$ cat config.mk
export PLATFORM = sky130hd
export DESIGN_NAME = char_lcd_bus_sequencer_flat
export DESIGN_NICKNAME = d
export VERILOG_FILES = /design/src/hw/rtl/clbs_pkg.sv /design/src/hw/rtl/clbs_req_if.sv /design/src/hw/rtl/clbs_upd_if.sv /design/src/hw/rtl/clbs_cfg_if.sv /design/src/hw/rtl/clbs_ctrl.sv /design/src/hw/rtl/clbs_dp.sv /design/src/hw/rtl/char_lcd_bus_sequencer.sv /design/src/flat_wrapper.sv
export SDC_FILE = /design/constraint.sdc
export NUM_CORES = 1
export LEC_CHECK = 0
export ABC_AREA = 1
export BUFFER_PORTS_ARGS = -buffer_cell sky130_fd_sc_hd__buf_2
export CAP_MARGIN = 20
export CORE_AREA = 3 3 57 59
export CTS_CLUSTER_DIAMETER = 120
export DETAILED_ROUTE_END_ITERATION = 6
export DIE_AREA = 0 0 60 62
export GPL_ROUTABILITY_DRIVEN = 0
export PLACE_DENSITY_LB_ADDON = 0.08
export REMOVE_ABC_BUFFERS = 1
export SLEW_MARGIN = 20
export SYNTH_ARGS = -nofsm -noshare
export SYNTH_HDL_FRONTEND = slang
export SYNTH_SLANG_ARGS = --single-unit
export TNS_END_PERCENT = 30
$ cat constraint.sdc
create_clock -name clk_i -period 1.63 [get_ports clk_i]
set_clock_uncertainty 0.05 [all_clocks]
set_input_delay 0.163 -clock clk_i [delete_from_list [all_inputs] [get_ports clk_i]]
set_output_delay 0.163 -clock clk_i [all_outputs]
set_load 0.03 [all_outputs]
$ cat src/hw/rtl/clbs_pkg.sv
package clbs_pkg;

  typedef enum logic {
    ST_IDLE,
    ST_BUSY
  } state_e;

  // request codes
  localparam logic CMD_WRITE = 1'b0;
  localparam logic CMD_INIT  = 1'b1;

  // strobe phases of one bus word, also the hold time in ms
  localparam logic [1:0] PH_PLACE  = 2'd0;
  localparam logic [1:0] PH_EN_HI  = 2'd1;
  localparam logic [1:0] PH_EN_LO  = 2'd2;

  // init word indexes
  localparam logic [2:0] IDX_PREFIX  = 3'd0;
  localparam logic [2:0] IDX_FUNC    = 3'd1;
  localparam logic [2:0] IDX_DISPLAY = 3'd2;
  localparam logic [2:0] IDX_CLEAR   = 3'd3;
  localparam logic [2:0] IDX_ENTRY   = 3'd4;

  localparam logic [7:0] INIT_PREFIX    = 8'h20;
  localparam logic [7:0] CMD_FUNC_8BIT  = 8'h38;
  localparam logic [7:0] CMD_FUNC_4BIT  = 8'h28;
  localparam logic [7:0] CMD_DISPLAY_ON = 8'h0F;
  localparam logic [7:0] CMD_CLEAR      = 8'h01;
  localparam logic [7:0] CMD_ENTRY_MODE = 8'h06;

  typedef struct packed {
    logic       load;
    logic       push;
    logic       use_rom;
    logic [2:0] rom_idx;
    logic       nib_lo;
    logic [1:0] phase;
    logic       last;
  } ctrl_cmd_t;

  typedef struct packed {
    logic req_valid;
    logic req_init;
    logic wide_bus;
    logic out_free;
  } ctrl_sts_t;

  function automatic logic [7:0] init_byte(input logic [2:0] idx, input logic eight);
    logic [7:0] b;
    case (idx)
      IDX_PREFIX:  b = INIT_PREFIX;
      IDX_FUNC:    b = eight ? CMD_FUNC_8BIT : CMD_FUNC_4BIT;
      IDX_DISPLAY: b = CMD_DISPLAY_ON;
      IDX_CLEAR:   b = CMD_CLEAR;
      IDX_ENTRY:   b = CMD_ENTRY_MODE;
      default:     b = 8'h00;
    endcase
    return b;
  endfunction

endpackage

$ cat src/hw/rtl/clbs_req_if.sv
interface clbs_req_if;
  logic       valid;
  logic       ready;
  logic       cmd;
  logic       reg_select;
  logic [7:0] byte_value;

  modport source (output valid, cmd, reg_select, byte_value, input ready);
  modport sink (input valid, cmd, reg_select, byte_value, output ready);
endinterface

$ cat src/hw/rtl/clbs_upd_if.sv
interface clbs_upd_if;
  logic       valid;
  logic       ready;
  logic       rs_pin;
  logic       en_pin;
  logic [7:0] data_pins;
  logic [1:0] hold_ms;
  logic       last;

  modport source (output valid, rs_pin, en_pin, data_pins, hold_ms, last, input ready);
  modport sink (input valid, rs_pin, en_pin, data_pins, hold_ms, last, output ready);
endinterface

$ cat src/hw/rtl/clbs_cfg_if.sv
interface clbs_cfg_if;
  logic valid;
  logic ready;
  logic data;

  modport source (output valid, data, input ready);
  modport sink (input valid, data, output ready);
endinterface

$ cat src/hw/rtl/clbs_ctrl.sv
module clbs_ctrl
  import clbs_pkg::*;
(
  input  logic      clk_i,
  input  logic      rst_ni,
  input  ctrl_sts_t sts_i,
  output logic      req_ready_o,
  output ctrl_cmd_t cmd_o
);

  state_e     state_q, state_d;
  logic       init_q, init_d;
  logic [2:0] idx_q, idx_d;
  logic       nib_q, nib_d;
  logic [1:0] ph_q, ph_d;
  logic       word_final;

  // final word: last init command or the only/low part of a write
  assign word_final = (!init_q || idx_q == IDX_ENTRY) && (sts_i.wide_bus || nib_q);

  always_comb begin
    state_d = state_q;
    case (state_q)
      ST_IDLE: begin
        if (sts_i.req_valid) state_d = ST_BUSY;
      end
      ST_BUSY: begin
        if (cmd_o.push && cmd_o.last) state_d = ST_IDLE;
      end
      default: state_d = ST_IDLE;
    endcase
  end

  always_comb begin
    req_ready_o     = (state_q == ST_IDLE);
    cmd_o.load      = (state_q == ST_IDLE) && sts_i.req_valid;
    cmd_o.push      = (state_q == ST_BUSY) && sts_i.out_free;
    cmd_o.use_rom   = init_q;
    cmd_o.rom_idx   = idx_q;
    cmd_o.nib_lo    = nib_q;
    cmd_o.phase     = ph_q;
    cmd_o.last      = (ph_q == PH_EN_LO) && word_final;
  end

  always_comb begin
    init_d = init_q;
    idx_d  = idx_q;
    nib_d  = nib_q;
    ph_d   = ph_q;
    if (cmd_o.load) begin
      init_d = (sts_i.req_init == CMD_INIT);
      idx_d  = sts_i.wide_bus ? IDX_FUNC : IDX_PREFIX;
      nib_d  = 1'b0;
      ph_d   = PH_PLACE;
    end else if (cmd_o.push) begin
      if (ph_q != PH_EN_LO) begin
        ph_d = ph_q + 2'd1;
      end else begin
        ph_d = PH_PLACE;
        // the lone prefix nibble has no low half
        if (!sts_i.wide_bus && !nib_q && !(init_q && idx_q == IDX_PREFIX)) begin
          nib_d = 1'b1;
        end else begin
          nib_d = 1'b0;
          if (init_q && idx_q != IDX_ENTRY) idx_d = idx_q + 3'd1;
        end
      end
    end
  end

  always_ff @(posedge clk_i or negedge rst_ni) begin
    if (!rst_ni) begin
      state_q <= ST_IDLE;
      init_q  <= 1'b0;
      idx_q   <= IDX_PREFIX;
      nib_q   <= 1'b0;
      ph_q    <= PH_PLACE;
    end else begin
      state_q <= state_d;
      init_q  <= init_d;
      idx_q   <= idx_d;
      nib_q   <= nib_d;
      ph_q    <= ph_d;
    end
  end

endmodule

$ cat src/hw/rtl/clbs_dp.sv
module clbs_dp
  import clbs_pkg::*;
(
  input  logic       clk_i,
  input  logic       rst_ni,
  input  ctrl_cmd_t  cmd_i,
  input  logic       wide_bus_i,
  input  logic       reg_select_i,
  input  logic [7:0] byte_value_i,
  input  logic       out_ready_i,
  output logic       out_free_o,
  output logic       out_valid_o,
  output logic       rs_pin_o,
  output logic       en_pin_o,
  output logic [7:0] data_pins_o,
  output logic [1:0] hold_ms_o,
  output logic       last_o
);

  logic [7:0] byte_q;
  logic       rs_q;
  logic       valid_q;
  logic       rs_out_q, en_out_q, last_q;
  logic [7:0] data_q;
  logic [1:0] hold_q;
  logic [7:0] src;
  logic [7:0] word;

  assign src  = cmd_i.use_rom ? init_byte(cmd_i.rom_idx, wide_bus_i) : byte_q;
  assign word = wide_bus_i ? src
              : (cmd_i.nib_lo ? {src[3:0], 4'h0} : {src[7:4], 4'h0});

  assign out_free_o = !valid_q || out_ready_i;

  always_ff @(posedge clk_i) begin
    if (cmd_i.load) begin
      byte_q <= byte_value_i;
      rs_q   <= reg_select_i;
    end
    if (cmd_i.push) begin
      rs_out_q <= cmd_i.use_rom ? 1'b0 : rs_q;
      en_out_q <= (cmd_i.phase == PH_EN_HI);
      data_q   <= word;
      hold_q   <= cmd_i.phase;
      last_q   <= cmd_i.last;
    end
  end

  always_ff @(posedge clk_i or negedge rst_ni) begin
    if (!rst_ni) begin
      valid_q <= 1'b0;
    end else if (cmd_i.push) begin
      valid_q <= 1'b1;
    end else if (out_ready_i) begin
      valid_q <= 1'b0;
    end
  end

  assign out_valid_o = valid_q;
  assign rs_pin_o    = rs_out_q;
  assign en_pin_o    = en_out_q;
  assign data_pins_o = data_q;
  assign hold_ms_o   = hold_q;
  assign last_o      = last_q;

endmodule

$ cat src/hw/rtl/char_lcd_bus_sequencer.sv
// Character LCD bus sequencer. Each request becomes a list of pin updates,
// one update leaving the output register per cycle while the sink is ready.
// Every bus word takes three updates: data placed with EN low (hold 0 ms),
// EN high (hold 1 ms), EN low (hold 2 ms). A byte write takes 3 updates on
// an 8-bit bus and 6 in 4-bit mode; init takes 12 (8-bit) or 27 (4-bit), RS
// low throughout. The updates are produced by the single word/strobe
// sequencer. The next request is taken once the final update is registered.
// The user must write bus width through the config channel only while idle;
// the block itself does not enforce it. Reset selects 4-bit mode.
module char_lcd_bus_sequencer
  import clbs_pkg::*;
(
  input  logic       clk_i,
  input  logic       rst_ni,
  clbs_cfg_if.sink   cfg_i,
  clbs_req_if.sink   req_i,
  clbs_upd_if.source upd_o
);

  logic      wide_bus_q;
  ctrl_sts_t sts;
  ctrl_cmd_t cmd;
  logic      out_free;

  assign cfg_i.ready = 1'b1;

  always_ff @(posedge clk_i or negedge rst_ni) begin
    if (!rst_ni) begin
      wide_bus_q <= 1'b0;
    end else if (cfg_i.valid) begin
      wide_bus_q <= cfg_i.data;
    end
  end

  assign sts.req_valid = req_i.valid;
  assign sts.req_init  = req_i.cmd;
  assign sts.wide_bus  = wide_bus_q;
  assign sts.out_free  = out_free;

  clbs_ctrl u_ctrl (
    .clk_i       (clk_i),
    .rst_ni      (rst_ni),
    .sts_i       (sts),
    .req_ready_o (req_i.ready),
    .cmd_o       (cmd)
  );

  clbs_dp u_dp (
    .clk_i        (clk_i),
    .rst_ni       (rst_ni),
    .cmd_i        (cmd),
    .wide_bus_i   (wide_bus_q),
    .reg_select_i (req_i.reg_select),
    .byte_value_i (req_i.byte_value),
    .out_ready_i  (upd_o.ready),
    .out_free_o   (out_free),
    .out_valid_o  (upd_o.valid),
    .rs_pin_o     (upd_o.rs_pin),
    .en_pin_o     (upd_o.en_pin),
    .data_pins_o  (upd_o.data_pins),
    .hold_ms_o    (upd_o.hold_ms),
    .last_o       (upd_o.last)
  );

`ifndef SYNTHESIS
  // a request ends on the closing strobe edge
  assert property (@(posedge clk_i) disable iff (!rst_ni)
    upd_o.valid && upd_o.last |-> !upd_o.en_pin && upd_o.hold_ms == PH_EN_LO)
    else $error("final update is not the EN low step");

  // EN is only high on the 1 ms step
  assert property (@(posedge clk_i) disable iff (!rst_ni)
    upd_o.valid && upd_o.en_pin |-> upd_o.hold_ms == PH_EN_HI)
    else $error("EN high with wrong hold time");

  // nibble mode never drives the low data lines
  assert property (@(posedge clk_i) disable iff (!rst_ni)
    upd_o.valid && !wide_bus_q |-> upd_o.data_pins[3:0] == 4'h0)
    else $error("low data lines driven in 4-bit mode");

  // an accepted request blocks the next one in the following cycle
  assert property (@(posedge clk_i) disable iff (!rst_ni)
    req_i.valid && req_i.ready |=> !req_i.ready)
    else $error("request accepted while busy");
`endif

endmodule
$ cat src/flat_wrapper.sv
// flat-port wrapper written by rule: the top's interface ports become plain ports
module char_lcd_bus_sequencer_flat import clbs_pkg::*;
  (clk_i, rst_ni, cfg_i_valid, cfg_i_data, cfg_i_ready, req_i_valid, req_i_cmd, req_i_reg_select, req_i_byte_value, req_i_ready, upd_o_valid, upd_o_rs_pin, upd_o_en_pin, upd_o_data_pins, upd_o_hold_ms, upd_o_last, upd_o_ready);
  clbs_cfg_if cfg_i_i ();
  clbs_req_if req_i_i ();
  clbs_upd_if upd_o_i ();
  input  logic clk_i;
  input  logic rst_ni;
  input wire logic [$bits(cfg_i_i.valid)-1:0] cfg_i_valid;
  input wire logic [$bits(cfg_i_i.data)-1:0] cfg_i_data;
  output wire logic [$bits(cfg_i_i.ready)-1:0] cfg_i_ready;
  input wire logic [$bits(req_i_i.valid)-1:0] req_i_valid;
  input wire logic [$bits(req_i_i.cmd)-1:0] req_i_cmd;
  input wire logic [$bits(req_i_i.reg_select)-1:0] req_i_reg_select;
  input wire logic [$bits(req_i_i.byte_value)-1:0] req_i_byte_value;
  output wire logic [$bits(req_i_i.ready)-1:0] req_i_ready;
  output wire logic [$bits(upd_o_i.valid)-1:0] upd_o_valid;
  output wire logic [$bits(upd_o_i.rs_pin)-1:0] upd_o_rs_pin;
  output wire logic [$bits(upd_o_i.en_pin)-1:0] upd_o_en_pin;
  output wire logic [$bits(upd_o_i.data_pins)-1:0] upd_o_data_pins;
  output wire logic [$bits(upd_o_i.hold_ms)-1:0] upd_o_hold_ms;
  output wire logic [$bits(upd_o_i.last)-1:0] upd_o_last;
  input wire logic [$bits(upd_o_i.ready)-1:0] upd_o_ready;
  assign cfg_i_i.valid = cfg_i_valid;
  assign cfg_i_i.data = cfg_i_data;
  assign cfg_i_ready = cfg_i_i.ready;
  assign req_i_i.valid = req_i_valid;
  assign req_i_i.cmd = req_i_cmd;
  assign req_i_i.reg_select = req_i_reg_select;
  assign req_i_i.byte_value = req_i_byte_value;
  assign req_i_ready = req_i_i.ready;
  assign upd_o_valid = upd_o_i.valid;
  assign upd_o_rs_pin = upd_o_i.rs_pin;
  assign upd_o_en_pin = upd_o_i.en_pin;
  assign upd_o_data_pins = upd_o_i.data_pins;
  assign upd_o_hold_ms = upd_o_i.hold_ms;
  assign upd_o_last = upd_o_i.last;
  assign upd_o_i.ready = upd_o_ready;
  char_lcd_bus_sequencer u_core (.clk_i(clk_i), .rst_ni(rst_ni), .cfg_i(cfg_i_i), .req_i(req_i_i), .upd_o(upd_o_i));
endmodule
== Word-level counts from Yosys, hierarchy flattened ==
Cells that the tools add are included.

* Register bits after elaboration: 32
* Input port bits: 16
* Output and inout bits: 16
* Word-level logic and storage cells: 73

* $add $sub $neg: 2
* Equal/unequal tests: 10
* Multiplexer cells: 23
* Bitwise operators: 1
* Reduce and logical (&&, ||, !) cells: 23

{| class="wikitable"
|+ Operators with widths
! cell !! count
|-
| 8-bit one-hot mux with 5 select lines || 1
|-
| 8-bit 2-to-1 mux || 3
|-
| 3-bit 2-to-1 mux || 5
|-
| 1-bit logical AND || 9
|-
| 1-bit 2-to-1 mux || 9
|-
| 3-bit by 2-bit == test with 1-bit output, second input constant || 2
|-
| 2-bit 2-to-1 mux || 3
|-
| 2-bit nonzero test || 3
|-
| 1-bit logical NOT || 5
|-
| 5-bit 2-to-1 mux || 1
|-
| 2-bit by 1-bit inequality test with 1-bit output, second input constant || 2
|-
| 4-bit AND reduction || 1
|-
| 3-bit by 1-bit adder with 3-bit output, second input constant || 1
|-
| 3-bit by 1-bit == test with 1-bit output, second input constant || 1
|-
| 3-bit == test, second input constant || 1
|-
| 3-bit logical NOT || 1
|-
| 1-bit logical OR || 3
|-
| 3-bit inequality test, second input constant || 1
|-
| 2-bit by 1-bit adder with 2-bit output, second input constant || 1
|-
| 2-bit by 1-bit == test with 1-bit output, second input constant || 1
|-
| 2-bit == test, second input constant || 1
|-
| 2-bit inequality test, second input constant || 1
|-
| 1-bit one-hot mux with 2 select lines || 1
|-
| 2-bit AND reduction || 1
|-
| 1-bit inverter || 1
|}

== Longest topological paths before layout ==
Gate-level depths: netlist of run 1.

* Word-level depth: 8
* Mapped depth: 8
* Depth with buffers taken out: 8

== Modules after synthesis ==
From an unflattened synthesis of run 1, not the netlist that was laid out.

* Cell total of the unflattened synthesis: 151
* Area, all modules: 1502.7 um2

{| class="wikitable"
|+ Modules (own cells, without submodules)
! module !! times used !! cells each !! area each (um2) !! seq. area each (um2)
|-
| clbs_dp || 1 || 77 || 927.1 || 685.7
|-
| clbs_ctrl || 1 || 67 || 524.3 || 200.2
|-
| char_lcd_bus_sequencer || 1 || 7 || 51.3 || 25.0
|}

== Worst setup path after synthesis of run 1 ==
Ideal clock, no wire load.

* Path kind: reg-to-reg
* Start point: register u_core.u_dp.valid_q (netlist: u_core.u_dp.out_valid_o)
* End point: register u_core.u_dp.data_q[0] (netlist: u_core.u_dp.data_pins_o[0]) (enable)
* Library setup time: 0.356 ns
* Arrival: 1.023 ns
* Data required time: 1.224 ns
* Slack: 0.201 ns
* Cell stages (with the launch flop): 4
* Path buffers: 0
* Period minus slack after synthesis: 1.429 ns
* Path through: dfrtp_1 nand2_1 nand2_1 inv_1

{| class="wikitable"
|+ RTL lines
! item !! RTL line !! RTL
|-
| from (decl) || clbs_dp.sv:22 || <nowiki>logic valid_q;</nowiki>
|-
| from (signal assigned) || clbs_dp.sv:51 || <nowiki>valid_q <= 1'b0;</nowiki>
|-
| from (signal assigned) || clbs_dp.sv:53 || <nowiki>valid_q <= 1'b1;</nowiki>
|-
| from (signal assigned) || clbs_dp.sv:55 || <nowiki>valid_q <= 1'b0;</nowiki>
|-
| to (signal assigned) || clbs_dp.sv:43 || <nowiki>data_q <= word;</nowiki>
|-
| to (decl) || clbs_dp.sv:24 || <nowiki>logic [7:0] data_q;</nowiki>
|}

== Worst setup path in the final report of run 1 ==
* Start point: register u_core.u_ctrl.idx_q[0]
* End point: register u_core.u_dp.data_q[6] (netlist: u_core.u_dp.data_pins_o[6]) (data pin)

* Word-level cells in the longest chain between the ends: 5
* Elaborated cells on any way between the ends: 9
* Classes of those cells: 4 x eq/ne; 4 x mux; 1 x reduce/logical

{| class="wikitable"
|+ Ends and longest elaborated chain
! item !! RTL line !! RTL
|-
| from (decl) || clbs_ctrl.sv:13 || <nowiki>logic [2:0] idx_q, idx_d;</nowiki>
|-
| from (signal assigned) || clbs_ctrl.sv:81 || <nowiki>idx_q <= idx_d;</nowiki>
|-
| 3-bit == test (tied with other cells) || clbs_pkg.sv:50 || <nowiki>case (idx)</nowiki>
|-
| 8-bit one-hot mux with 5 select lines (*) || clbs_pkg.sv:50 ||
|-
| 8-bit 2-to-1 mux (*) || clbs_dp.sv:29 || <nowiki>assign src = cmd_i.use_rom ? init_byte(cmd_i.rom_idx, wide_bus_i) : byte_q;</nowiki>
|-
| 8-bit 2-to-1 mux (*) || clbs_dp.sv:31 || <nowiki>: (cmd_i.nib_lo ? {src[3:0], 4'h0} : {src[7:4], 4'h0});</nowiki>
|-
| 8-bit 2-to-1 mux (*) || clbs_dp.sv:30 || <nowiki>assign word = wide_bus_i ? src</nowiki>
|-
| named net u_core.u_dp.word[6] || clbs_dp.sv:27 || <nowiki>logic [7:0] word;</nowiki>
|}

The timed path passes the listed nets; every way through them passes the cells marked *.
A chain may end at the register's enable or synchronous reset.

==> results of run 1 <==
through the flow:
step / util, % / setup WS (ns) / std cells / hold slack (ns)
floorplan: - / 0.201 / 132 / -0.183
global placement: 58.8 / 0.249 / 194 / -0.0145
detailed placement: 58.8 / 0.205 / 194 / -0.00746
CTS: 64.6 / 0.186 / 213 / 0.00824
global route: 64.6 / 0.0306 / 213 / 0.0122
finish: 64.6 / 0.185 / 213 / 0.0150
where the power goes:
part / internal (mW) / switching (mW)
Clock: 0.168 / 0.240
Sequential: 1.11 / 0.128
Combinational: 0.344 / 0.732
Total: 1.62 / 1.10
layout make-up:
class | count | area share [%]
Clock buffer | 7 | 2.53
Clock inverter | 1 | 0.281
Timing Repair Buffer | 42 | 15.0
Sequential cell | 32 | 51.1
Multi-Input combinational cell | 79 | 24.4
Tap cell | 31 | 2.18
Inverter | 21 | 4.42
Yosys cell counts (all sizes together):
library cell  count
nand2            36
edfxtp           22
inv              21
dfrtp            10
nand3             9
nor2              9
o21ai             8
a21oi             5
ha                4
nand4             3
a31oi             2
a22oi             1
buf               1
conb              1
xor2              1
state kept, by name, summed over array words and instances (netlist names), 2 cells and up:
name / count
u_core.u_ctrl.idx_q: 3
u_core.u_dp.byte_q: 8
u_core.u_ctrl.ph_q: 2
u_core.u_dp.hold_ms_o: 2
u_core.u_dp.data_pins_o: 8
layer usage:
metal,part of all wire [%],GRT usage (%),wire [um]
met3,6.9,5.17,173
met4,1.6,7.59,39
met5,0,0,0
met2,47,24.4,1180
met1,44,18.5,1100
kinds of logic after synthesis:
kind of cell | count (synthesis)
AND/OR/NAND/NOR | 57
AO/OA/AOI/OAI | 16
XOR/XNOR | 1
adder cells (fa/ha/maj) | 4
buffers and inverters | 22
other | 1
flip-flops | 32
worst register-to-register path, stage by stage, from the launching register on:
cell and delay (ns):
sky130_fd_sc_hd__dfrtp_1 0.41, sky130_fd_sc_hd__inv_1 0.10, sky130_fd_sc_hd__ha_1 0.22, sky130_fd_sc_hd__nand2_1 0.08
sky130_fd_sc_hd__o21ai_1 0.06, sky130_fd_sc_hd__nand2_1 0.11, sky130_fd_sc_hd__nand2_1 0.07, sky130_fd_sc_hd__nand2_1 0.06
sky130_fd_sc_hd__nand2_1 0.04
worst min-delay path by stage:
stage / endpoint / from / slack (ns)
floorplan: u_core.u_ctrl.idx_q[0]$_DFFE_PN0P_ / rst_ni / -0.18
global placement: u_core.u_ctrl.idx_q[2]$_DFFE_PN0P_ / rst_ni / -0.01
detailed placement: u_core.u_ctrl.idx_q[2]$_DFFE_PN0P_ / rst_ni / -0.007
CTS: u_core.wide_bus_q$_DFFE_PN0P_ / cfg_i_valid / 0.008
global route: u_core.wide_bus_q$_DFFE_PN0P_ / cfg_i_valid / 0.01
finish: u_core.wide_bus_q$_DFFE_PN0P_ / cfg_i_valid / 0.01
==> results.md, run 1 <==
Worst setup path:
- The endpoint type of the worst setup path is a flop.
- Among cell families on the critical path, the largest total delay comes from flip-flops.
- On the worst path, the slowest cell contributes a delay of 0.41 ns.
- The data arrival time at the worst-slack endpoint is 1.47 ns.
- The slowest cell on the critical path is sky130_fd_sc_hd__dfrtp_1.
- In this run the critical register-to-register path is captured at u_core.u_dp.data_pins_o[6]$_DFFE_PP_.
- The destination of the critical timing path is u_core.u_dp.data_pins_o[6]$_DFFE_PP_.
- The number of buffer and inverter instances along the worst setup path is 1.
- The worst setup path is launched from a flop.
- The startpoint of the worst register-to-register path is u_core.u_ctrl.idx_q[0]$_DFFE_PN0P_.
- The classification of the worst setup path is flop to flop.
- The critical path starts at u_core.u_ctrl.idx_q[0]$_DFFE_PN0P_.
- The maximum fanout count along the critical path is 4.
- The most numerous cell on the critical path is sky130_fd_sc_hd__nand2_1.
- Traced cell by cell, the critical path runs through inv_1 -> ha_1 -> nand2_1 -> o21ai_1 -> nand2_1 -> nand2_1 -> nand2_1 -> nand2_1.
- The worst register-to-register path has a depth of 8.
- STA puts the critical path data required time at 1.66 ns.
- The cell depth of the worst setup path is 8.
- In this run the register-to-register setup slack is 0.18 ns.

Global route:
- The number of antenna violations at the first check in global routing is 0.
- The overall overflow remaining after global route is 0.
- Entering global routing, the biggest net connects 15 pins.
- The total global routing track utilization is 15.3%.
- The global-route wire length before repair is 4.02 mm.
- The via count of the first global-routing pass is 915.

Floorplan:
- The starting density of the core is 52.0%.
- The I/O pin count is 32.
- The die width is 60 um.
- The die is 62 um tall.
- The initialized floorplan defines 19 standard-cell rows.
- The core area is 2760 um^2.
- The die covers 3720 um^2.

Power:
- In this run the power density over the cells is 1530 nW/um^2.
- Total power for the finished layout comes to 2.72 mW.
- The worst-case IR drop observed on VDD is 1050 uV.
- For this design the static power due to leakage is 0.865 nW.

Clocking:
- The number of hold buffers added after CTS was 11.
- Buffers inserted during clock tree synthesis total 5.
- For this design, the sink count on the clock tree is 32.
- The maximum clock insertion buffer count is 2.
- The clock reaches the later pin of the worst-skew pair after 0.32 ns.
- The H-tree was split into 2 levels.
- Buffers added to address setup during post-CTS repair amount to 0.
- Clock-pin slew was measured on the worst setup and hold paths at 0.09 ns.
- The count of instances resized after the clock tree is built is 0.
- TritonCTS built the clock tree.
- The library cell used as clock root buffer is sky130_fd_sc_hd__clkbuf_4.

Logic synthesis:
- Sequential elements use 63.6% of the synthesized area.
- The cell area that synthesis handed to floorplanning was 1430 um^2.
- The distinct cell type count after synthesis is 25.
- The synthesized-area fraction occupied by ao, oa, aoi and oai cells is 6.46%.
- The flop and latch count out of synthesis is 32.
- In the synthesized netlist, the number of instances is 133.
- In the synthesized netlist, mux cells make up 0% of the area.
- The mean post-synth cell area is 10.8 um^2.
- Of the total synthesized cell area, the portion taken by AND, OR, NAND and NOR gates is 19.6%.
- The largest total area in the synthesized netlist belongs to sky130_fd_sc_hd__edfxtp_1.
- The area share of the largest cell type after synthesis is 46.1%.
- The synthesized netlist devotes 0.611% of its cell area to XOR and XNOR gates.
- The number of synthesis warnings is 0.
- Ranked by total cell area, the synthesized netlist is headed by sky130_fd_sc_hd__edfxtp_1 (46%), sky130_fd_sc_hd__dfrtp_1 (17%), sky130_fd_sc_hd__nand2_1 (8.9%).
- The dominant combinational cell family by area after synthesis is simple AND/OR/NAND/NOR gates.
- After Yosys synthesis, full adders, half adders and majority gates account for 3.49% of the synthesized area.

Cells and area:
- Counting the fill cells in the layout gives 219.
- Leaving out fill and tap cells, the most frequent cells in the layout are sky130_fd_sc_hd__nand2_1 (34), sky130_fd_sc_hd__buf_2 (30), sky130_fd_sc_hd__edfxtp_1 (22), sky130_fd_sc_hd__inv_1 (16), sky130_fd_sc_hd__dlygate4sd3_1 (11).
- The number of antenna repair diodes is 0.
- The finished cells cover 1780 um^2.
- The area occupied by registers is 911 um^2.
- The fraction of layout cells with a size suffix above 1 is 28.6%.
- Relative to the synthesized area, the layout overhead comes to 24.4%.
- The number of nets in the layout is 201.
- Summing all multi-input logic gate instances after layout gives 435 um^2.
- The library cell used most frequently in the layout, excluding fill and tap cells, is sky130_fd_sc_hd__nand2_1.

Timing:
- Setup violations remaining at the end of the flow were counted as 0.
- Setup total negative slack on the finished layout was measured at 0 ns.
- The number of pins exceeding their max-slew limit in the final report is 0.
- Counting I/O delays and the setup requirement, the final critical path takes 1.45 ns.
- Timing would allow up to 692 MHz.
- The number of hold-slack violations in the final timing report was 0.
- The final worst-path cycle share is 88.7%.
- Setup repair after global routing left no endpoint under its margin.

Routing:
- The via count of the routed design is 1025.
- In the final routed layout, each cell accounts on average for 11.7 um.
- Using the TritonRoute via totals, the vias-per-cell ratio works out to 4.81.
- For this block, the routed nets add up to 2.50 mm of wire.
- The count of nets left with antenna violations once routing finished came out at 0.
- For this block, the initial DRC count from the detailed router was 25.
- The remaining routing DRC violations is 0.
- For this run, the detailed router's first-pass iteration total came to 5.

Place:
- Detailed placement ended at an HPWL of 1.82 mm.
- Input and output buffers added on the ports amount to 30.
- In this run the cell area measured after placement is 1620 um^2.

Flow run:
- The count of max-cap constraint violations is 0.

Hold path:
- The type of the worst min-delay path is primary input to flop.
- Counting instances, the worst hold path has a depth of 2.

Outcome:
- The run finished with clean final reports.
(Power assumes the default switching activity.)
==> run 2, diff against run 1 <==
--- a/config.mk
+++ b/config.mk
@@ -8,10 +8,12 @@
 export ABC_AREA = 1
 export BUFFER_PORTS_ARGS = -buffer_cell sky130_fd_sc_hd__buf_2
 export CAP_MARGIN = 20
-export CORE_AREA = 3 3 57 59
+export CELL_PAD_IN_SITES_DETAIL_PLACEMENT = 0
+export CELL_PAD_IN_SITES_GLOBAL_PLACEMENT = 1
+export CORE_AREA = 3 3 64 66
 export CTS_CLUSTER_DIAMETER = 120
 export DETAILED_ROUTE_END_ITERATION = 6
-export DIE_AREA = 0 0 60 62
+export DIE_AREA = 0 0 67 69
 export GPL_ROUTABILITY_DRIVEN = 0
 export PLACE_DENSITY_LB_ADDON = 0.08
 export REMOVE_ABC_BUFFERS = 1
==> results.md, run 2 (same netlist as run 1, synthesis figures left out) <==
Cells and area:
- The total area of multi-input combinational cells is 435 um^2.
- Across the whole layout, storage elements account for 911 um^2.
- After the last flow step, the layout net total stands at 199.
- The repair_antennas step left the layout with diodes totalling 0.
- In the layout the commonest cells are sky130_fd_sc_hd__nand2_1 (34), sky130_fd_sc_hd__buf_2 (30), sky130_fd_sc_hd__edfxtp_1 (22), sky130_fd_sc_hd__inv_1 (16), sky130_fd_sc_hd__dfrtp_1 (10).
- From synthesis to final layout, the design area changed by 26.6%.
- The layout has 354 filler cells.
- The fraction of layout cells with a size suffix above 1 is 28.9%.
- The most common library cell in the layout ignoring fill and taps is sky130_fd_sc_hd__nand2_1.

Global route:
- The via count of the first global-routing pass is 957.
- Entering global routing, the biggest net connects 15 pins.
- The total overflow left after global routing is 0.
- The global-route wire length before repair is 4.36 mm.
- The number of antenna violations at the first check in global routing is 0.
- The total global routing track utilization is 12.7%.

Clocking:
- TritonCTS built the clock tree.
- The H-tree depth is 2.
- The root buffer cell chosen for the clock tree is sky130_fd_sc_hd__clkbuf_8.
- Clock-pin slew was measured on the worst setup and hold paths at 0.06 ns.
- Counting every sink on the clock net gives 32.
- The TritonCTS buffer count is 5.
- The count of instances resized after the clock tree is built is 0.
- The maximum clock insertion buffer count is 2.
- The source-to-sink clock delay at the later pin of the worst-skew pair is 0.28 ns.

Floorplan:
- The core area is 3630 um^2.
- The starting density of the core is 39.4%.
- The die is 69 um tall.
- 32 I/O pins were placed.
- The die is 67 um wide.
- The row count is 22.
- The die covers 4620 um^2.

Worst setup path:
- The worst reg2reg path endpoint is u_core.u_dp.data_pins_o[6]$_DFFE_PP_.
- The worst register-to-register path begins at u_core.u_ctrl.idx_q[0]$_DFFE_PN0P_.
- The data required time at the worst endpoint is 1.62 ns.
- The endpoint type of the worst setup path is a flop.
- The data arrival time at the worst-slack endpoint is 1.41 ns.
- The highest cell delay on the worst timing path is 0.39 ns.
- The worst setup path is launched from a flop.
- The internal reg-to-reg setup slack is 0.21 ns.
- Walking the worst path, the cells encountered are inv_1 -> ha_1 -> nand2_1 -> o21ai_1 -> nand2_1 -> nand2_1 -> nand2_1 -> nand2_1.
- In this run the worst path has a maximum fanout of 4.
- The most numerous cell on the critical path is sky130_fd_sc_hd__nand2_1.
- The destination of the critical timing path is u_core.u_dp.data_pins_o[6]$_DFFE_PP_.
- The start point of the critical path is u_core.u_ctrl.idx_q[0]$_DFFE_PN0P_.
- The slowest cell on the critical path is sky130_fd_sc_hd__dfrtp_1.
- The logic depth of the worst register-to-register path is 8.
- The setup path with the least slack is of type flop to flop.

Outcome:
- The flow ran to the end, and the final reports show no timing, DRC or antenna violations.

Timing:
- Setup repair after global routing left no endpoint under its margin.
- The final worst slack is 0.210 ns.
- For the final routed database, the setup TNS stands at 0 ns.
- The final worst-path cycle share is 87.1%.
- The number of pins exceeding their max-slew limit in the final report is 0.
- Setup violations remaining at the end of the flow were counted as 0.
- The minimum clock period after layout is 1.42 ns.
- The number of hold-slack violations in the final timing report came to 0.
- For this run, the top clock speed supported by timing is 704 MHz.

Power:
- Power spread over the standard cell area amounts to 1590 nW/um^2.
- The post-layout total power is 2.88 mW.
- Internal power comes to 1.75 mW.
- The peak ir drop on the vdd network is 593 uV.
- Summed over all nets, the switching power comes to 1.12 mW.
- The logic gate share of total power is 37.3%.
- The proportion of power drawn by flip-flops and latches is 43.1%.
- Net switching is 39.1% of the power.
- The clock group share of total power is 19.6%.
- The analysis attributes to cell leakage a power of 0.869 nW.

Routing:
- The detailed-route wire length per cell is 11.3 um.
- The number of optimization iterations in the first detailed-route pass is 4.
- The remaining routing DRC violations is 0.
- The final layout contains routed wiring with a total length of 2.58 mm.
- The DRC marker count from the first detailed-route iteration is 26.
- The final antenna-violating net count is 0.
- The routed layout has 998 vias.
- In the routed layout, each cell is associated on average with a via count of 4.38.

Place:
- The wire-length estimate of the detail-placed layout is 1.92 mm.
- The count of buffers added on input and output ports is 30.
- The worst setup timing slack at the placement stage is 0.198 ns.

Hold path:
- The worst hold path belongs to the class primary input to flop.
- In this run the most critical hold path is launched from req_i_byte_value[4].

Flow run:
- The count of max-cap constraint violations is 0.
[run 2: cell count changes in the layout (fill, tap and decap cells not counted), sizes merged]
cell / previous run / this run
dlygate4sd3: 11 / 9
[run 2: timing repair]
| item | 4_1_cts | 5_1_grt |
|---|---|---|
| buffers inserted | 0 | 0 |
| hold endpoints to repair | 15 | 3 |
| hold buffers | 6 | 3 |
[run 2: area by class of cell]
type | instances | area share [%]
clock buffer | 7 | 4.21
clock inverter | 1 | 0.276
inverter | 21 | 4.34
multi-input combinational | 79 | 24.0
sequential | 32 | 50.2
tap | 48 | 3.31
timing repair buffer | 40 | 13.7
[run 2: how the worst min path moves through the flow]
stage	to	cells after the start
floorplan	u_core.u_ctrl.idx_q[0]$_DFFE_PN0P_	0
finish	u_core.u_dp.byte_q[4]$_DFFE_PP_	1
global route	u_core.u_dp.byte_q[4]$_DFFE_PP_	1
detailed placement	u_core.u_ctrl.idx_q[2]$_DFFE_PN0P_	1
CTS	u_core.u_dp.byte_q[7]$_DFFE_PP_	1
global placement	u_core.u_ctrl.idx_q[2]$_DFFE_PN0P_	1
[run 2: worst max-delay path, delay by kind of cell, from the launching register on]
| kind | cells | cell delay (ns) |
|---|---|---|
| flops | 1 | 0.39 |
| simple gates | 5 | 0.36 |
| fa+ha+maj | 1 | 0.22 |
| compound gates | 1 | 0.06 |
| buf+inv | 1 | 0.09 |
[run 2: metal layers]
layer | vias to the layer above | GRT usage (%) | part of all wire (%)
met2 | 29 | 18.3 | 45
met3 | 6 | 5.54 | 6.0
met1 | 436 | 16.3 | 47
li1 | 527 | - | -
met5 | - | 0 | 0
met4 | 0 | 5.41 | 1.9
[run 2: power groups by stage]
stage               clock network, mW  logic [mW]  registers [mW]
finish                          0.564        1.07            1.24
global route                    0.618        1.22            1.27
CTS                             0.581        1.08            1.25
detailed placement                  0        1.06            1.26
global placement                    0        1.06            1.26
floorplan                           0       0.606            1.44
[run 2: through the flow]
step                util, %  instances  hold WS, ns  instance area [um^2]
detailed placement     45.2        211     -0.00514                  1640
global placement       45.2        211     -0.00676                  1640
global route           49.9        228      0.00430                  1810
finish                 49.9        228       0.0153                  1810
floorplan                 -        132       -0.183                  1430
CTS                    49.1        225     0.000665                  1780
==> run 3, diff against run 2 <==
--- a/config.mk
+++ b/config.mk
@@ -10,10 +10,10 @@
 export CAP_MARGIN = 20
 export CELL_PAD_IN_SITES_DETAIL_PLACEMENT = 0
 export CELL_PAD_IN_SITES_GLOBAL_PLACEMENT = 1
-export CORE_AREA = 3 3 64 66
+export CORE_AREA = 3 3 74 76
 export CTS_CLUSTER_DIAMETER = 120
 export DETAILED_ROUTE_END_ITERATION = 6
-export DIE_AREA = 0 0 67 69
+export DIE_AREA = 0 0 77 79
 export GPL_ROUTABILITY_DRIVEN = 0
 export PLACE_DENSITY_LB_ADDON = 0.08
 export REMOVE_ABC_BUFFERS = 1
==> constraint.sdc (replaced) <==
create_clock -name clk_i -period 1.64 [get_ports clk_i]
set_clock_uncertainty 0.05 [all_clocks]
set_input_delay 0.164 -clock clk_i [delete_from_list [all_inputs] [get_ports clk_i]]
set_output_delay 0.164 -clock clk_i [all_outputs]
set_load 0.03 [all_outputs]
==> results.md, run 3 (same netlist as run 1, synthesis figures left out) <==
Worst setup path:
- In this design, the critical path's most frequently occurring cell is sky130_fd_sc_hd__nand2_1.
- The classification of the worst setup path is flop to flop.
- Of all nets on the critical path, the largest fanout is 4.
- The highest cell delay on the worst timing path is 0.41 ns.
- STA puts the critical path data arrival time at 1.43 ns.
- The number of buffers and inverters on the critical path is 1.
- The endpoint type of the worst setup path is a flop.
- The cell family contributing the most delay on the critical path is flip-flops.
- The signal on the critical path passes through inv_1 -> ha_1 -> nand2_1 -> o21ai_1 -> nand2_1 -> nand2_1 -> nand2_1 -> nand2_1.
- STA puts the critical path data required time at 1.62 ns.
- The slowest stage of the critical path belongs to the cell sky130_fd_sc_hd__dfrtp_1.
- The worst setup path is launched from a flop.

Routing:
- The remaining routing DRC violations is 0.
- In this run, the number of DRC markers left after iteration 0 of detailed routing was 54.
- The number of optimization iterations in the first detailed-route pass is 3.
- The via-per-instance ratio is 4.09.
- The total wire length after detailed routing is 2.71 mm.
- Dividing the detail-routed wire length by the instance count gives 11.2 um.
- The final antenna-violating net count is 0.
- Summing over every cut layer, the via total after detailed routing is 990.

Floorplan:
- The die covers 6080 um^2.
- The starting density of the core is 29.9%.
- 32 I/O pins were placed.
- The floorplan has 25 rows.
- The floorplan step defined a core boundary enclosing 4790 um^2.
- The die width is 77 um.
- The y dimension of the die is 79 um.

Clocking:
- CTS built an H-tree with a depth of 2.
- For this design, the sink count on the clock tree is 32.
- The source-to-sink clock delay at the later pin of the worst-skew pair is 0.28 ns.
- The number of buffers inserted by hold repair at cts is 1.
- Clock-pin slew was measured on the worst setup and hold paths at 0.07 ns.
- Once the clock tree was built, the resizer swapped 0 gates to a different size.
- TritonCTS built the clock tree.
- The number of buffers inserted by post-CTS setup repair is 0.
- The number of clock buffers added by TritonCTS is 5.
- In this run the deepest clock path goes through 2 buffers.
- The library cell used as clock root buffer is sky130_fd_sc_hd__clkbuf_8.

Cells and area:
- The finished layout holds 242 standard cells, fillers aside.
- Summing all multi-input logic gate instances after layout gives 435 um^2.
- After filler insertion, the fill cell instance count of the layout stands at 514.
- The fraction of layout cells with a size suffix above 1 is 29.1%.
- The number of antenna repair diodes is 0.
- The synthesis-to-finish area growth is 24.7%.
- In the layout the commonest cells are sky130_fd_sc_hd__nand2_1 (34), sky130_fd_sc_hd__buf_2 (30), sky130_fd_sc_hd__edfxtp_1 (22), sky130_fd_sc_hd__inv_1 (16), sky130_fd_sc_hd__dfrtp_1 (10).
- The library cell used most frequently in the layout, excluding fill and tap cells, is sky130_fd_sc_hd__nand2_1.
- The cell area after layout is 1790 um^2.
- The number of nets in the layout is 194.
- The final standard cell utilization of the core is 37.3%.
- Registers take 911 um^2.

Power:
- The reported leakage power is 0.846 nW.
- The worst-case IR drop observed on VDD is 596 uV.
- Total power for the finished layout comes to 2.86 mW.
- In this run the power density over the cells is 1600 nW/um^2.

Timing:
- The number of pins exceeding their max-slew limit in the final report was 0.
- The final worst-path cycle share is 88.4%.
- Setup repair after global routing left no endpoint under its margin.
- Setup violations remaining at the end of the flow were counted as 0.
- The number of hold-slack violations in the final timing report came to 0.
- The achievable clock frequency is 690 MHz.
- Subtracting the final worst setup slack from the clock period gives 1.45 ns.
- The post-route setup TNS is 0 ns.

Place:
- The sum of net half-perimeters after detailed placement is 2.15 mm.
- In this run the cell area measured after placement is 1670 um^2.
- The number of port buffers is 30.
- The placed instance count is 230.

Global route:
- The pin count of the biggest net entering global routing is 16.
- The first global-routing pass estimated 4.55 mm of wire.
- For this run, the total global-route usage over all layers was measured as 9.74%.
- The overall overflow remaining after global route is 0.
- The via count of the first global-routing pass is 996.
- The number of antenna violations at the first check in global routing is 0.

Flow run:
- The count of max-cap constraint violations is 0.

Hold path:
- The min-delay analysis places its worst path in the category primary input to flop.

Outcome:
- The run finished with clean final reports.
## run 3: changes by cell type in the layout (fill, tap and decap cells not counted)
cell | before | now
sky130_fd_sc_hd__dlygate4sd3_1 | 9 | 4
sky130_fd_sc_hd__clkinv_1 | 0 | 1
sky130_fd_sc_hd__clkinv_2 | 1 | 0
## run 3: area by class of cell
type	instances	share of cell area [%]
well taps	67	4.69
inverters	21	4.41
multi-input cells	79	24.4
clock buffers	7	4.27
clock inverters	1	0.210
repair buffers	35	11.1
flip-flops and latches	32	51.0
## run 3: metal layers
layer  GRT usage [%]  vias to the layer above  wire length [um]
met5               0                        -                 0
met4            4.63                        0                43
met3            3.51                        4               141
met1            12.0                      442              1310
met2            15.2                       26              1210
li1                -                      518                 -
## run 3: worst paths after layout
path / startpoint / to / slack, ns / cells after the start
max: u_core.u_ctrl.idx_q[0]$_DFFE_PN0P_ / u_core.u_dp.data_pins_o[6]$_DFFE_PP_ / 0.19 / 8
min: req_i_byte_value[3] / u_core.u_dp.byte_q[3]$_DFFE_PP_ / 0.02 / 1
max reg2reg: u_core.u_ctrl.idx_q[0]$_DFFE_PN0P_ / u_core.u_dp.data_pins_o[6]$_DFFE_PP_ / 0.19 / 8
min reg2reg: u_core.u_ctrl.ph_q[1]$_DFFE_PN0P_ / u_core.u_dp.hold_ms_o[1]$_DFFE_PP_ / 0.45 / 0
max in group asynchronous: rst_ni / u_core.wide_bus_q$_DFFE_PN0P_ / 1.10 / 2
min in group asynchronous: rst_ni / u_core.u_ctrl.idx_q[2]$_DFFE_PN0P_ / 0.23 / 2
## run 3: through the flow
stage	worst slack, ns	hold WS [ns]
floorplan	0.211	-0.182
global placement	0.239	-0.00196
detailed placement	0.198	-0.00538
CTS	0.186	0.000948
global route	0.0476	0.00573
finish	0.190	0.0153
## run 3: where the power goes
group          internal (mW)  switching (mW)
clock                  0.295           0.261
combinational          0.332           0.734
sequential              1.11           0.129
